`src/framed_command_packet_parser_defines.svh`:
```
// Assertion macros for the framed command packet parser.
// Included by the top level; expects clk and rst_n in scope.
`ifndef FRAMED_COMMAND_PACKET_PARSER_DEFINES_SVH
`define FRAMED_COMMAND_PACKET_PARSER_DEFINES_SVH
`ifndef SYNTHESIS
`define FCPP_ASSERT_IMP(label, ante, cons) \
    label: assert property (@(posedge clk) disable iff (!rst_n) (ante) |-> (cons)) \
        else $error("framed command packet parser assertion failed");
`define FCPP_ASSERT_NXT(label, ante, cons) \
    label: assert property (@(posedge clk) disable iff (!rst_n) (ante) |=> (cons)) \
        else $error("framed command packet parser assertion failed");
`else
`define FCPP_ASSERT_IMP(label, ante, cons)
`define FCPP_ASSERT_NXT(label, ante, cons)
`endif
`endif

```
`src/fcpp_pkg.sv`:
```
// Shared types and constants for the framed command packet parser.
// No dependencies.
package fcpp_pkg;

    localparam logic [15:0] TimeoutReset    = 16'd50;
    localparam logic [7:0]  SyncFirstReset  = 8'hFF;
    localparam logic [7:0]  SyncSecondReset = 8'hAA;
    localparam logic [7:0]  CaseFold        = 8'd32;
    localparam logic [15:0] IdleMax         = 16'hFFFF;
    localparam int          PayloadLen      = 5;

    localparam logic [1:0] CfgTimeout    = 2'd0;
    localparam logic [1:0] CfgSyncFirst  = 2'd1;
    localparam logic [1:0] CfgSyncSecond = 2'd2;

    localparam logic [2:0] PosIdle    = 3'd0;
    localparam logic [2:0] PosSync    = 3'd1;
    localparam logic [2:0] PosPayload = 3'd2;
    localparam logic [2:0] PosCheck   = 3'd7;

    localparam logic ReqByte = 1'b0;
    localparam logic ReqTick = 1'b1;

    typedef struct packed {
        logic       req_type;
        logic [7:0] byte_value;
        logic       burst_start;
    } req_t;

    typedef struct packed {
        logic [7:0] command;
        logic [7:0] arg_zero;
        logic [7:0] arg_one;
        logic [7:0] arg_two;
        logic [7:0] arg_three;
        logic       from_text;
    } rsp_t;

    typedef struct packed {
        logic [15:0] timeout_ms;
        logic [7:0]  sync_first;
        logic [7:0]  sync_second;
    } cfg_t;

endpackage

```
`src/framed_command_packet_parser.sv`:
```
// Usage: framed command packet parser.
// Request channel (req_valid, req_stall, req) carries one word per received
// byte or millisecond tick. Response channel (rsp_valid, rsp_stall, rsp)
// carries one word per accepted command: a text command or a binary frame
// whose checksum matched. Configuration writes use cfg_valid/cfg_ready with
// cfg_index 0 = timeout_ms, 1 = sync_first, 2 = sync_second; other indexes
// are ignored. cfg_ready is always high.
// A request word is held in an input register, then parsed combinationally
// into the response register. One request word is taken every cycle while
// the response side keeps up; the single parse step is the only work per word.
// Reset clears the frame position, checksum, idle counter and the valid flags
// of both pipeline registers, and restores the configuration defaults.
// When the receiver stalls, the response word holds and the input register
// keeps one more word; req_stall then rises until the response is taken.
// Depends on fcpp_pkg, fcpp_cfg_regs, fcpp_parse_core and the defines header.
`include "framed_command_packet_parser_defines.svh"
module framed_command_packet_parser
    import fcpp_pkg::*;
(
    input  logic        clk,
    input  logic        rst_n,
    input  logic        req_valid,
    output logic        req_stall,
    input  req_t        req,
    output logic        rsp_valid,
    input  logic        rsp_stall,
    output rsp_t        rsp,
    input  logic        cfg_valid,
    output logic        cfg_ready,
    input  logic [1:0]  cfg_index,
    input  logic [15:0] cfg_data
);

    logic s1_valid_reg;
    logic s1_valid_next;
    req_t s1_item_reg;
    logic rsp_valid_reg;
    logic rsp_valid_next;
    rsp_t rsp_reg;

    logic out_free;
    logic step;
    logic accept;
    logic res_valid;
    rsp_t res;
    cfg_t cfg;
    logic text_args_zero;

    assign cfg_ready = 1'b1;
    assign out_free  = !rsp_valid_reg || !rsp_stall;
    assign step      = s1_valid_reg && out_free;
    assign req_stall = s1_valid_reg && !out_free;
    assign accept    = req_valid && !req_stall;

    fcpp_cfg_regs u_cfg_regs (
        .clk      (clk),
        .rst_n    (rst_n),
        .wr_en    (cfg_valid && cfg_ready),
        .wr_index (cfg_index),
        .wr_data  (cfg_data),
        .cfg      (cfg)
    );

    fcpp_parse_core u_parse_core (
        .clk       (clk),
        .rst_n     (rst_n),
        .step      (step),
        .item      (s1_item_reg),
        .cfg       (cfg),
        .res_valid (res_valid),
        .res       (res)
    );

    always_comb
    begin
        s1_valid_next = s1_valid_reg;
        if (accept)
        begin
            s1_valid_next = 1'b1;
        end
        else if (step)
        begin
            s1_valid_next = 1'b0;
        end
        rsp_valid_next = out_free ? res_valid : rsp_valid_reg;
    end

    always_ff @(posedge clk or negedge rst_n)
    begin
        if (!rst_n)
        begin
            s1_valid_reg  <= 1'b0;
            rsp_valid_reg <= 1'b0;
        end
        else
        begin
            s1_valid_reg  <= s1_valid_next;
            rsp_valid_reg <= rsp_valid_next;
        end
    end

    always_ff @(posedge clk)
    begin
        if (accept)
        begin
            s1_item_reg <= req;
        end
        if (res_valid)
        begin
            rsp_reg <= res;
        end
    end

    assign rsp_valid = rsp_valid_reg;
    assign rsp       = rsp_reg;

    assign text_args_zero = (rsp.arg_zero == 8'd0) && (rsp.arg_one == 8'd0)
                            && (rsp.arg_two == 8'd0) && (rsp.arg_three == 8'd0);

    `FCPP_ASSERT_IMP(a_stall_needs_item, req_stall, s1_valid_reg && rsp_valid_reg)
    `FCPP_ASSERT_NXT(a_held_item_kept, s1_valid_reg && !out_free, s1_valid_reg)
    `FCPP_ASSERT_IMP(a_text_args_zero, rsp_valid && rsp.from_text, text_args_zero)
    `FCPP_ASSERT_NXT(a_result_lands, res_valid, rsp_valid_reg)

endmodule

```
`src/fcpp_cfg_regs.sv`:
```
// Configuration register file of the framed command packet parser.
// Depends on fcpp_pkg.
module fcpp_cfg_regs
    import fcpp_pkg::*;
(
    input  logic        clk,
    input  logic        rst_n,
    input  logic        wr_en,
    input  logic [1:0]  wr_index,
    input  logic [15:0] wr_data,
    output cfg_t        cfg
);

    cfg_t cfg_reg;
    cfg_t cfg_next;

    always_comb
    begin
        cfg_next = cfg_reg;
        if (wr_en)
        begin
            case (wr_index)
                CfgTimeout:    cfg_next.timeout_ms  = wr_data;
                CfgSyncFirst:  cfg_next.sync_first  = wr_data[7:0];
                CfgSyncSecond: cfg_next.sync_second = wr_data[7:0];
                default:       cfg_next = cfg_reg;
            endcase
        end
    end

    always_ff @(posedge clk or negedge rst_n)
    begin
        if (!rst_n)
        begin
            cfg_reg.timeout_ms  <= TimeoutReset;
            cfg_reg.sync_first  <= SyncFirstReset;
            cfg_reg.sync_second <= SyncSecondReset;
        end
        else
        begin
            cfg_reg <= cfg_next;
        end
    end

    assign cfg = cfg_reg;

endmodule

```
`src/fcpp_parse_core.sv`:
```
// Parser state and single-step frame logic of the framed command packet parser.
// Depends on fcpp_pkg.
module fcpp_parse_core
    import fcpp_pkg::*;
(
    input  logic clk,
    input  logic rst_n,
    input  logic step,
    input  req_t item,
    input  cfg_t cfg,
    output logic res_valid,
    output rsp_t res
);

    logic [2:0]  pos_reg;
    logic [2:0]  pos_next;
    logic [7:0]  sum_reg;
    logic [7:0]  sum_next;
    logic [15:0] idle_reg;
    logic [15:0] idle_next;
    logic [7:0]  bytes_reg [PayloadLen];

    logic [2:0] pos_eff;
    logic [7:0] b;
    logic       is_text;
    logic       is_lower;

    assign b        = item.byte_value;
    assign is_lower = (b >= "a") && (b <= "z");
    assign is_text  = ((b >= "A") && (b <= "Z")) || is_lower || ((b >= "0") && (b <= "9"));

    always_comb
    begin
        pos_eff   = pos_reg;
        pos_next  = pos_reg;
        sum_next  = sum_reg;
        idle_next = idle_reg;
        res_valid = 1'b0;
        res       = '0;
        if (item.req_type == ReqTick)
        begin
            if (idle_reg != IdleMax)
            begin
                idle_next = idle_reg + 16'd1;
            end
        end
        else
        begin
            if (item.burst_start)
            begin
                if (idle_reg > cfg.timeout_ms)
                begin
                    pos_eff = PosIdle;
                end
                idle_next = '0;
            end
            pos_next = pos_eff;
            if (pos_eff == PosIdle)
            begin
                if (is_text)
                begin
                    res_valid     = 1'b1;
                    res.command   = is_lower ? (b - CaseFold) : b;
                    res.from_text = 1'b1;
                end
                else if (b == cfg.sync_first)
                begin
                    pos_next = PosSync;
                end
            end
            else if (pos_eff == PosSync)
            begin
                if (b == cfg.sync_second)
                begin
                    pos_next = PosPayload;
                    sum_next = '0;
                end
                else
                begin
                    pos_next = PosIdle;
                end
            end
            else if (pos_eff != PosCheck)
            begin
                sum_next = sum_reg + b;
                pos_next = pos_eff + 3'd1;
            end
            else
            begin
                pos_next = PosIdle;
                if (b == sum_reg)
                begin
                    res_valid     = 1'b1;
                    res.command   = bytes_reg[0];
                    res.arg_zero  = bytes_reg[1];
                    res.arg_one   = bytes_reg[2];
                    res.arg_two   = bytes_reg[3];
                    res.arg_three = bytes_reg[4];
                    res.from_text = 1'b0;
                end
            end
        end
        if (!step)
        begin
            res_valid = 1'b0;
        end
    end

    always_ff @(posedge clk or negedge rst_n)
    begin
        if (!rst_n)
        begin
            pos_reg  <= PosIdle;
            sum_reg  <= '0;
            idle_reg <= '0;
        end
        else if (step)
        begin
            pos_reg  <= pos_next;
            sum_reg  <= sum_next;
            idle_reg <= idle_next;
        end
    end

    always_ff @(posedge clk)
    begin
        for (int i = 0; i < PayloadLen; i++)
        begin
            if (step && (item.req_type == ReqByte) && (pos_eff == (PosPayload + 3'(i))))
            begin
                bytes_reg[i] <= b;
            end
        end
    end

endmodule
```
`config.mk`:
```
export PLATFORM = sky130hd
export DESIGN_NAME = framed_command_packet_parser
export DESIGN_NICKNAME = d
export VERILOG_FILES = /design/src/fcpp_pkg.sv /design/src/framed_command_packet_parser.sv /design/src/fcpp_cfg_regs.sv /design/src/fcpp_parse_core.sv
export VERILOG_INCLUDE_DIRS = /design/src /design/src/src
export SDC_FILE = /design/constraint.sdc
export NUM_CORES = 1
export LEC_CHECK = 0
export ABC_CLOCK_PERIOD_IN_PS = 5000
export CAP_MARGIN = 0
export CORE_ASPECT_RATIO = 0.8
export CORE_MARGIN = 1.5
export CORE_UTILIZATION = 55
export CTS_CLUSTER_DIAMETER = 40
export CTS_CLUSTER_SIZE = 16
export DETAILED_ROUTE_END_ITERATION = 12
export DONT_BUFFER_PORTS = 1
export PLACE_DENSITY_LB_ADDON = 0.08
export SLEW_MARGIN = 20
export SYNTH_ARGS = -nofsm -noshare
export SYNTH_HDL_FRONTEND = slang
export SYNTH_HIERARCHICAL = 1
export SYNTH_SLANG_ARGS = --single-unit
```
`constraint.sdc`:
```
create_clock -name clk -period 5 [get_ports clk]
set_input_delay 0.75 -clock clk [delete_from_list [all_inputs] [get_ports clk]]
set_output_delay 0.75 -clock clk [all_outputs]
set_load 0.05 [all_outputs]
```
# Word level (Yosys, flattened, before mapping)
# Memories as Yosys holds them, arrays and structs flattened.
# Index checks and enable logic that the tools add are counted.
[word_totals] out_inout_bits=44 mem_count=1 ramBits=40 regBits=112 inputBits=33 wordCells=136
[classes] muxes=54 addsub=4 n_reduce_logical=35 bitwise_logic=3 eq_ne=15 magnitude_cmp=7
[memory_table] name="u_parse_core.bytes_reg" depth=5 word_bits=8 rd=5 rd_ports_with_merged_regs=0 wr=1 line_no="fcpp_parse_core.sv:21" text="logic [7:0] bytes_reg [PayloadLen];"
[op_table] cell="41-bit 2-to-1 mux" n=3
[op_table] cell="8-bit 2-to-1 mux" n=10
[op_table] cell="16-bit 2-to-1 mux" n=3
[op_table] cell="3-bit 2-to-1 mux" n=13
[op_table] cell="8-bit OR reduction" n=4
[op_table] cell="8-bit == test" n=3
[op_table] cell="1-bit 2-to-1 mux" n=24
[op_table] cell="16-bit by 1-bit adder with 16-bit output (second input constant)" n=1
[op_table] cell="8-bit by 7-bit greater-or-equal comparator with 1-bit output (second input constant)" n=2
[op_table] cell="16-bit > comparator" n=1
[op_table] cell="8-bit by 7-bit <= comparator with 1-bit output (second input constant)" n=2
[op_table] cell="16-bit != test (second input constant)" n=1
[op_table] cell="1-bit logical AND" n=12
[op_table] cell="3-bit == test (second input constant)" n=3
[op_table] cell="8-bit adder" n=1
[op_table] cell="8-bit by 6-bit greater-or-equal comparator with 1-bit output (second input constant)" n=1
[op_table] cell="8-bit by 6-bit <= comparator with 1-bit output (second input constant)" n=1
[op_table] cell="2-bit AND reduction" n=4
[op_table] cell="8-bit by 6-bit subtractor with 8-bit output (second input constant)" n=1
[op_table] cell="3-bit by 2-bit == test with 1-bit output (second input constant)" n=2
[op_table] cell="2-bit nonzero test" n=3
[op_table] cell="5-bit AND reduction" n=1
[op_table] cell="5-bit OR reduction" n=1
[op_table] cell="1-bit logical NOT" n=4
[op_table] cell="13 further kinds" n=17

# Logic depth before layout (Yosys ltp)
# Gate-level depths: netlist of the first run.
[depth] word_depth=14 depth_mapped=16 depth_no_buf=16

# Hierarchy
# Netlist of the first run, hierarchy kept.
[by_module_without_submodules] module="fcpp_parse_core" seq_area_each_um2=1876.8 area_per_inst_um2=4144.0 n_inst=1 cells_per_inst=402
[by_module_without_submodules] module="framed_command_packet_parser" seq_area_each_um2=1581.5 area_per_inst_um2=1635.3 n_inst=1 cells_per_inst=61
[by_module_without_submodules] module="fcpp_cfg_regs" seq_area_each_um2=819.5 area_per_inst_um2=1224.9 n_inst=1 cells_per_inst=68

# Worst setup path before layout of the first run
# No wires, ideal clock.
[synth_timing] path_type="reg-to-reg" from="register u_cfg_regs.cfg_reg (netlist bit u_cfg_regs/cfg[17])" to="register rsp_reg (netlist bit rsp[0]) (enable)" setup_slack_ps=74 synth_period_minus_slack_ps=4926 setup_ps=442 path_stages_with_launch=16 arrival_ps=4484 t_required_ps=4558 n_path_buf=0 cell_sequence="dfstp_2 -> inv_1 -> ha_1 -> nor2b_1 -> o211a_1 -> o21ai_1 -> a31oi_2 -> nand2b_1 -> inv_1 -> ha_1 -> ha_1 -> inv_1 -> nor4_1 -> nand3_1 -> o21a_1 -> nor2_1"
[synth_between] elab_chain_len=10 word_cells_on_any_way=12 cone_classes="order compare: 1; eq/ne: 2; mux: 8; reduce/logical: 1"
[synth_rtl] element="start, declared" line_no="fcpp_cfg_regs.sv:14" text="cfg_t cfg_reg;"
[synth_rtl] element="start signal, assigned" line_no="fcpp_cfg_regs.sv:41" text="cfg_reg <= cfg_next;"
[synth_rtl] element="16-bit > comparator (*)" line_no="fcpp_parse_core.sv:51" text="if (idle_reg > cfg.timeout_ms)"
[synth_rtl] element="3-bit 2-to-1 mux (*)" line_no="fcpp_parse_core.sv:51"
[synth_rtl] element="3-bit 2-to-1 mux (*)" line_no="fcpp_parse_core.sv:49" text="if (item.burst_start)"
[synth_rtl] element="3-bit 2-to-1 mux (*)" line_no="fcpp_parse_core.sv:40" text="if (item.req_type == ReqTick)"
[synth_rtl] element="3-bit != test" line_no="fcpp_parse_core.sv:83" text="else if (pos_eff != PosCheck)"
[synth_rtl] element="1-bit 2-to-1 mux" line_no="fcpp_parse_core.sv:83"
[synth_rtl] element="1-bit 2-to-1 mux" line_no="fcpp_parse_core.sv:71" text="else if (pos_eff == PosSync)"
[synth_rtl] element="1-bit 2-to-1 mux (*)" line_no="fcpp_parse_core.sv:58" text="if (pos_eff == PosIdle)"
[synth_rtl] element="1-bit 2-to-1 mux (*)" line_no="fcpp_parse_core.sv:40"
[synth_rtl] element="1-bit 2-to-1 mux (*)" line_no="fcpp_parse_core.sv:103" text="if (!step)"
[synth_rtl] element="net res_valid" line_no="framed_command_packet_parser.sv:44" text="logic res_valid;"
[synth_rtl] element="end signal, assigned" line_no="framed_command_packet_parser.sv:110" text="rsp_reg <= res;"
[synth_rtl] element="end, declared" line_no="framed_command_packet_parser.sv:39" text="rsp_t rsp_reg;"
# Mark *: on every way through the listed nets, which the timed path passes. The rest lies on a longest branch. The select of a mux whose other input is x is not followed.
# A chain may end at the register's enable or synchronous reset.

# Worst setup path in the final report of the first run
[layout_timing] from="register u_cfg_regs.cfg_reg (netlist bit u_cfg_regs/cfg[17])" to="register rsp_reg (netlist bit rsp[24]) (enable)"
# Same word-level chain as after synthesis.

==> results of run 1 <==
[worst max-delay path, delay by kind of cell (launching register included)]
kind | cells | cell delay, ns
buf+inv | 4 | 0.70
simple gates | 5 | 0.98
flops | 1 | 0.53
compound gates | 4 | 0.84
fa+ha+maj | 3 | 0.62
[cells in the final DEF (no fill, tap or decap), types with 3 or more instances in the layout]
cell type and n:
clkbuf_16 17, edfxtp_1 91, nor3_1 9, dfstp_2 15, nor2_1 27, a21o_1 7, xnor2_1 5, dfrtp_1 46
xor2_1 22, o31ai_1 7, ha_1 30, inv_8 7, mux2_2 32, and2_1 36, nand3_1 8, nand4_1 8
a21oi_1 12, nand2b_1 5, buf_4 5, nand2_1 25, a22o_1 10, nor4_1 12, nand3b_1 3, mux2_4 4
inv_1 28, or3_1 3, o21ai_0 20
[timing repair]
action	in CTS	in global routing
endpoints found under the hold margin	0	20
hold buffers	0	2
setup endpoints to repair	0	0
setup buffers	0	0
[cells in the mapped netlist (2+ instances only)]
master	n	area (um^2)
edfxtp_1	91	2730
dfrtp_1	46	1150
and2_1	36	225
mux2_2	32	360
ha_1	30	375
inv_1	28	105
nor2_1	28	105
nand2_1	25	93.8
xor2_1	22	193
o21ai_0	20	100
dfstp_2	15	394
a21oi_1	12	60.1
nor4_1	12	75.1
nor3_1	11	55.1
a22o_1	10	87.6
clkbuf_1	10	37.5
nand3_1	8	40.0
nand4_1	8	50.1
o31ai_1	8	60.1
a21o_1	7	52.6
nand2b_1	5	31.3
xnor2_1	5	43.8
mux2_4	4	60.1
nand3b_1	3	22.5
or3_1	3	18.8
a211oi_1	2	15.0
a31oi_2	2	25.0
and3_1	2	12.5
buf_2	2	10.0
buf_6	2	22.5
nor2b_1	2	12.5
nor4b_1	2	17.5
o211a_1	2	20.0
o21a_1	2	15.0
o21bai_1	2	15.0
or4_1	2	15.0
[logic make-up after synthesis]
family / Yosys count / share of synthesized area [%]
and+or+nand+nor: 154 / 12.2
xor gates and xnor gates: 27 / 3.38
AOI/OAI and AO/OA: 84 / 8.79
buffers and inverters: 45 / 2.72
muxes: 37 / 6.15
adders and majority gates: 31 / 5.64
other: 1 / 0.0535
DFF: 152 / 61.1
[power by group through the flow]
stage                     Sequential, W  Combinational (W)  Clock [W]
after floorplan                 0.00159           0.000526          0
after global placement          0.00164           0.000603          0
after detailed placement        0.00164           0.000619          0
after CTS                       0.00162           0.000627    0.00127
after global routing            0.00163           0.000710    0.00132
final                           0.00162           0.000638    0.00124
[final cells by class]
class / instances / share of cell area (%)
sequential: 152 / 54.8
multi-input combinational: 334 / 32.8
clock buffer: 17 / 5.45
tap: 171 / 2.74
clock inverter: 15 / 2.02
inverter: 30 / 1.44
timing repair buffer: 7 / 0.737
[metrics by stage]
step	setup slack (ns)	power, W	hold slack [ns]	instances	area [um^2]
final	0.967	0.00350	0.0247	726	7810
after global routing	0.715	0.00366	0.00125	726	7810
after CTS	0.990	0.00351	0.0000787	724	7780
after detailed placement	1.03	0.00226	0.456	692	7200
after global placement	1.17	0.00224	0.456	692	7190
after floorplan	0.0741	0.00212	0.454	531	7000
[routing by layer]
| layer | vias to the layer above | wire [um] |
|---|---|---|
| li1 | 1971 | - |
| met1 | 2077 | 6810 |
| met2 | 157 | 6200 |
| met3 | 14 | 1040 |
| met4 | 0 | 123 |
| met5 | - | 0 |
[worst max-delay path by stage]
stage | from | cells after the start | end | slack (ns)
6_report | u_cfg_regs/cfg[17] | 16 | rsp[24] | 0.97
3_3_place_gp | u_cfg_regs/cfg[17] | 16 | rsp[27] | 1.17
2_1_floorplan | u_cfg_regs/cfg[17] | 15 | rsp[0] | 0.07
5_1_grt | u_cfg_regs/cfg[17] | 16 | rsp[38] | 0.72
4_1_cts | u_cfg_regs/cfg[17] | 16 | rsp[34] | 0.99
3_5_place_dp | u_cfg_regs/cfg[17] | 16 | rsp[39] | 1.03
==> results by group, run 1 <==
Yosys
  • Synth Warn #: 6
  • Syn_area_per_cell: approximately 13 um^2
  • Register area share after synthesis: 61.1%
  • Post-Syn Nets: 595
  • Mapped Area: ~0.0070 mm^2
  • Post-Syn Instances: 531
  • Number of flops mapped to enable cells by yosys: 91
  • #FFs+latches synth: 152
  • Synth Flop Type: edfxtp_1
  • Distinct cells, synth: 66
  • Asr flop ratio synth: 40.1%

GRT
  • Antenna violations before repair: 0
  • GRT met1 Usage: 33.0%
  • Number of global-route vias before repair: 4036
  • Global-route wire length before repair: 21900 um
  • Gr busiest metal: met1
  • Met3 Use GR: 6.43%
  • Gr usage total: between 20 and 25%
  • Total grt overflow: 0
  • Largest net degree at the start of global routing: between 60 and 70
  • Global Route met2 Usage: between 30% and 40%

Power and ir drop
  • Sequential share of power: 46.3%
  • Comb pwr share: 18.2%
  • Sw Pwr: 0.00106 W
  • Worst ir drop on vdd: approximately 0.00031 V
  • Leakage: between 3 and 4 nW
  • Switch share: a little under a third
  • Clock Power Share: 35.5%
  • P_int: 0.00244 W
  • Power per cell area: 448 mW/mm^2

Run
  • Max-cap viol count: 0

Run status
  • Outcome: completed

CTS
  • CTS tree: yes
  • Clock sinks: around 150
  • Deepest clock path buffer count: 2
  • Root Buffer: clkbuf_16
  • Clk Latency, worst-skew pair: 0.42 ns
  • Post-cts resize count: 0
  • CTS buffer count: 17
  • H-tree depth: 4
  • CTS clock-pin slew for the worst setup and hold paths: 0.07 ns

Routing
  • Routed Antenna Nets: 0
  • 1st-iter DRT viols: 379
  • Vias: 4219
  • Final WL: 14200 um
  • TritonRoute pass-1 iters: 5
  • Routed WL per cell: 19.5 um
  • Via density: approximately 5.8
  • Drt drc: 0

Timing
  • Setup_tns: 0 ns
  • Max-Slew Margin vs Limit: between 30 and 40%
  • Least-Margin Pin Slew: 0.981 ns
  • Fmax achieved: 248 MHz
  • Hold Vio Cnt, Final: 0
  • Final Cycle Share: approximately four fifths
  • Final count of pins violating max slew: 0
  • Count of final setup violators: 0
  • Clk_skew: 0.00994 ns
  • Minimum clock period: 4.03 ns
  • RSZ-0062 raised after global routing: no

Critical path
  • Worst setup EP type: flop
  • R2R Path End: rsp[24]
  • Setup CP Type: flop to flop
  • Worst r2r path cells: 16
  • R2R Path Start: u_cfg_regs/cfg[17]
  • CP Launch Type: flop
  • CP required: 5.06 ns
  • Critical path, cell by cell: inv_1 -> ha_1 -> nor2b_1 -> o211a_1 -> o21ai_1 -> a31oi_2 -> nand2b_1 -> inv_1 -> ha_1 -> ha_1 -> inv_1 -> nor4_1 -> nand3_1 -> o21a_1 -> nor2_4 -> buf_4
  • Crit-path max cell delay: ~0.53 ns
  • CP arrival: 4.09 ns
  • CP Max Fanout: 42
  • FF-to-FF setup slack: 0.97 ns
  • Slowest cell on crit path: dfstp_2

Layout
  • Max FFs per register: just over 40
  • FF+latch area: 0.00428 mm^2
  • Layout cell share with drive strength beyond 1: 18.2%
  • Layout fillers: 956
  • Final core utilization: 63.5%
  • Synth-to-Final Area Change: 11.5%
  • Final #Nets: 606
  • Area occupied by multi-input gates: 0.00256 mm^2
  • Inserted Diodes: 0

Placed design
  • IO Port Bufs: 0
  • Global placement routability congestion: 0.870
  • Post-DP HPWL: between 9000 and 10000 um

Min path
  • Tightest Hold Check Type: primary input to async pin

Floorplan
  • Die Area: 0.0134 mm^2
  • # rows: 36
  • Initial Util: between 50 and 60%
  • Die width: 129 um
  • Floorplan core area: 0.0123 mm^2
  • Ports: 77
  • Die Ht: between 100 and 150 um
(Power assumes the default switching activity.)
==> run 2, diff against run 1 <==
--- a/config.mk
+++ b/config.mk
@@ -6,7 +6,8 @@
 export SDC_FILE = /design/constraint.sdc
 export NUM_CORES = 1
 export LEC_CHECK = 0
-export ABC_CLOCK_PERIOD_IN_PS = 5000
+export ABC_AREA = 1
+export ABC_CLOCK_PERIOD_IN_PS = 4200
 export CAP_MARGIN = 0
 export CORE_ASPECT_RATIO = 0.8
 export CORE_MARGIN = 1.5
==> constraint.sdc (replaced) <==
create_clock -name clk -period 4.2 [get_ports clk]
set_input_delay 0.63 -clock clk [delete_from_list [all_inputs] [get_ports clk]]
set_output_delay 0.63 -clock clk [all_outputs]
set_load 0.05 [all_outputs]
==> results by group, run 2 <==
Floorplan
  • # rows: 37 (+2.8%)
  • Die Ht: 107 um (+3.4%)
  • Die Area: 0.0144 mm^2 (+7.0%)
  • Initial Util: 57.3% (+0.34 points)
  • Ports: 77 (unchanged)
  • Die width: 134 um (+3.4%)
  • Floorplan core area: 0.0131 mm^2 (+6.5%)

Routing
  • Via density: 5.53 (-4.9%)
  • 1st-iter DRT viols: 410 (+8.2%)
  • Vias: 5274 (+25%)
  • Drt drc: 0 (unchanged)
  • Routed WL per cell: 16.6 um (-15%)
  • Routed Antenna Nets: 0 (unchanged)
  • Final WL: 15800 um (+12%)
  • TritonRoute pass-1 iters: 5 (unchanged)

Yosys
  • #FFs+latches synth: 152 (unchanged)
  • Most frequent cell after synthesis: nand2_1
  • Syn_area_per_cell: 9.86 um^2 (-25%)
  • Register area share after synthesis: 57.0% (-4.1 points)
  • Synth Warn #: 6 (unchanged)
  • Post-Syn Nets: 825 (+39%)
  • Synth Flop Type: edfxtp_1
  • Asr flop ratio synth: 40.1% (unchanged)
  • Post-Syn Instances: 761 (+43%)
  • Number of flops mapped to enable cells by yosys: 91 (unchanged)
  • Mapped Area: 0.00751 mm^2 (+7.2%)
  • Synth area leaders: edfxtp_1 (36%), dfrtp_1 (15%), nand2_1 (11%)
  • Top-area cell type share of the netlist area: 36.4% (-2.6 points)
  • Distinct cells, synth: 45 (-32%)
  • Biggest area consumer among synthesized cells: edfxtp_1
  • Top cells by count, synth: nand2_1 (219), edfxtp_1 (91), inv_1 (72)

Critical path
  • CP Max Fanout: 42 (unchanged)
  • Setup CP Type: flop to flop
  • CP Launch Type: flop
  • Crit-path max cell delay: 0.53 ns (about the same)
  • Slowest cell on crit path: dfstp_2
  • Top cell by count, worst path: nand2_1
  • Worst setup EP type: flop
  • Top Family by Delay on Critical Path: simple AND/OR/NAND/NOR gates
  • CP arrival: 3.44 ns (-0.65 ns)
  • WP buf/inv: 3 (-1)
  • CP required: 4.26 ns (-0.80 ns)
  • Critical path, cell by cell: inv_1 -> ha_1 -> a21oi_1 -> nor2_1 -> nor2_1 -> nand2_1 -> nand2_1 -> nand2_1 -> nand2_4 -> nand2_1 -> inv_1 -> ha_1 -> ha_1 -> nand2_2 -> nor2_8 -> nor2_1 -> nor2_4 -> buf_4
  • Crit path from: u_cfg_regs/cfg[21]
  • R2R Path Start: u_cfg_regs/cfg[21]

GRT
  • GRT met1 Usage: 32.7% (-0.31 points)
  • Global-route wire length before repair: 25300 um (+15%)
  • Met3 Use GR: 5.98% (-0.45 points)
  • Gr usage total: 23.4% (+1.3 points)
  • Global Route met2 Usage: 35.9% (+5.2 points)
  • Antenna violations before repair: 1 (+1)
  • Total grt overflow: 0 (unchanged)
  • Gr busiest metal: met2
  • Number of global-route vias before repair: 4954 (+23%)
  • Largest net degree at the start of global routing: 49 (-21%)

Power and ir drop
  • Worst ir drop on vdd: 0.000386 V (+23%)
  • Leakage: 3.67 nW (+17%)
  • Power per cell area: 515 mW/mm^2 (+15%)

Placed design
  • Post-DP HPWL: 10900 um (+16%)
  • Placed Instances: 920 (+33%)
  • IO Port Bufs: 0 (unchanged)
  • Global placement routability congestion: 0.899 (+3.3%)

CTS
  • CTS tree: yes
  • Clock sinks: 152 (unchanged)
  • CTS clock-pin slew for the worst setup and hold paths: 0.06 ns (about the same)
  • Clk Latency, worst-skew pair: 0.43 ns (about the same)
  • Root Buffer: clkbuf_16
  • Number of post-CTS setup repair buffers: 0 (unchanged)
  • CTS buffer count: 17 (unchanged)
  • H-tree depth: 4 (unchanged)
  • Deepest clock path buffer count: 2 (unchanged)

Timing
  • Final count of pins violating max slew: 0 (unchanged)
  • RSZ-0062 raised after global routing: no
  • Hold Vio Cnt, Final: 0 (unchanged)
  • Fmax achieved: 296 MHz (+19%)
  • Minimum clock period: 3.38 ns (-0.651 ns)
  • Hold_ws: 0.0428 ns (+0.0181 ns)
  • Setup_tns: 0 ns (unchanged)
  • Final Cycle Share: 80.5% (-0.14 points)
  • Max-Slew Margin vs Limit: 49.2% (+15 points)
  • Clk_skew: 0.0129 ns (+0.00294 ns)
  • Count of final setup violators: 0 (unchanged)
  • Least-Margin Pin Slew: 0.760 ns (-0.221 ns)

Run status
  • Outcome: completed

Run
  • Max-cap viol count: 0 (unchanged)

Layout
  • Final #Nets: 829 (+37%)
  • Synth-to-Final Area Change: 10.0%
  • Max FFs per register: 41 (unchanged)
  • Non-Filler Instances: 954 (+31%)
  • Layout cell share with drive strength beyond 1: 12.0% (-6.2 points)
  • Commonest non-fill, non-tap cells in the layout: nand2_1 (219), edfxtp_1 (91), inv_1 (72)
  • Layout fillers: 1075 (+12%)
  • Commonest non-fill, non-tap cell in the layout: nand2_1

Min path
  • Tightest Hold Check Type: primary input to async pin
## run 2: cell types whose count changed after synthesis, moves of 25 or more
cell	change
and2_1	-36
inv_1	+44
mux2_2	-32
nor2_1	+25
nand2_1	+194
nand3_1	+44
## run 2: report_power, final
group          switching [W]  internal [W]
logic               0.000535      0.000311
clock network       0.000579      0.000935
registers           0.000144       0.00175
## run 2: what timing repair did
action,4_1_cts,5_1_grt
hold buffers,1,0
resized for setup,0,0
hold endpoints to repair,46,0
## run 2: worst register-to-register path: cells and delay by family (launching register included)
| kind | cells | cell delay [ns] |
|---|---|---|
| AOI/OAI and AO/OA | 1 | 0.16 |
| adders and majority gates | 3 | 0.63 |
| buffers and inverters | 3 | 0.60 |
| DFF | 1 | 0.53 |
| and+or+nand+nor | 11 | 1.07 |
## run 2: cell type report
type                            count  area [um^2]  area share [%]
Timing Repair Buffer                7         72.6           0.879
Multi-Input combinational cell    512         2810            34.0
Antenna cell                        1         2.50          0.0303
Sequential cell                   152         4280            51.8
Inverter                           75          284            3.44
Tap cell                          175          219            2.65
Clock buffer                       21          440            5.33
Clock inverter                     11          150            1.82
## run 2: metal layers
| layer | wire, um | up-vias |
|---|---|---|
| li1 | - | 2555 |
| met1 | 7700 | 2533 |
| met2 | 7110 | 167 |
| met3 | 832 | 19 |
| met4 | 172 | 0 |
| met5 | 0 | - |
## run 2: cell families after synthesis
kind of cell / share of synthesized area [%]
XOR/XNOR: 2.68
AO/OA/AOI/OAI: 4.52
AND/OR/NAND/NOR: 24.8
flip-flops: 57.0
adder cells (fa/ha/maj): 5.27
other: 0.0500
buffers and inverters: 5.73
## run 2: path summary, 6_finish.rpt
check                                          end  slack, ns  cells past startpoint
setup / recovery                            rsp[9]       0.82                     18
hold / removal                  u_cfg_regs/cfg[21]       0.04                      0
setup reg to reg                            rsp[9]       0.82                     18
hold reg to reg                 u_cfg_regs/cfg[21]       0.46                      2
max in group asynchronous  u_parse_core/pos_reg[0]       3.89                      1
min in group clk                    s1_item_reg[8]       0.30                      0
## run 2: per-stage QoR
stage	area, um^2	power [W]	worst slack (ns)	utilization (%)
6_report	8260	0.00425	0.818	63.0
5_1_grt	8260	0.00448	0.527	63.0
4_1_cts	8250	0.00427	0.808	63.0
3_5_place_dp	7630	0.00273	0.837	58.3
3_3_place_gp	7630	0.00271	0.898	58.3
2_1_floorplan	7510	0.00255	0.501	-
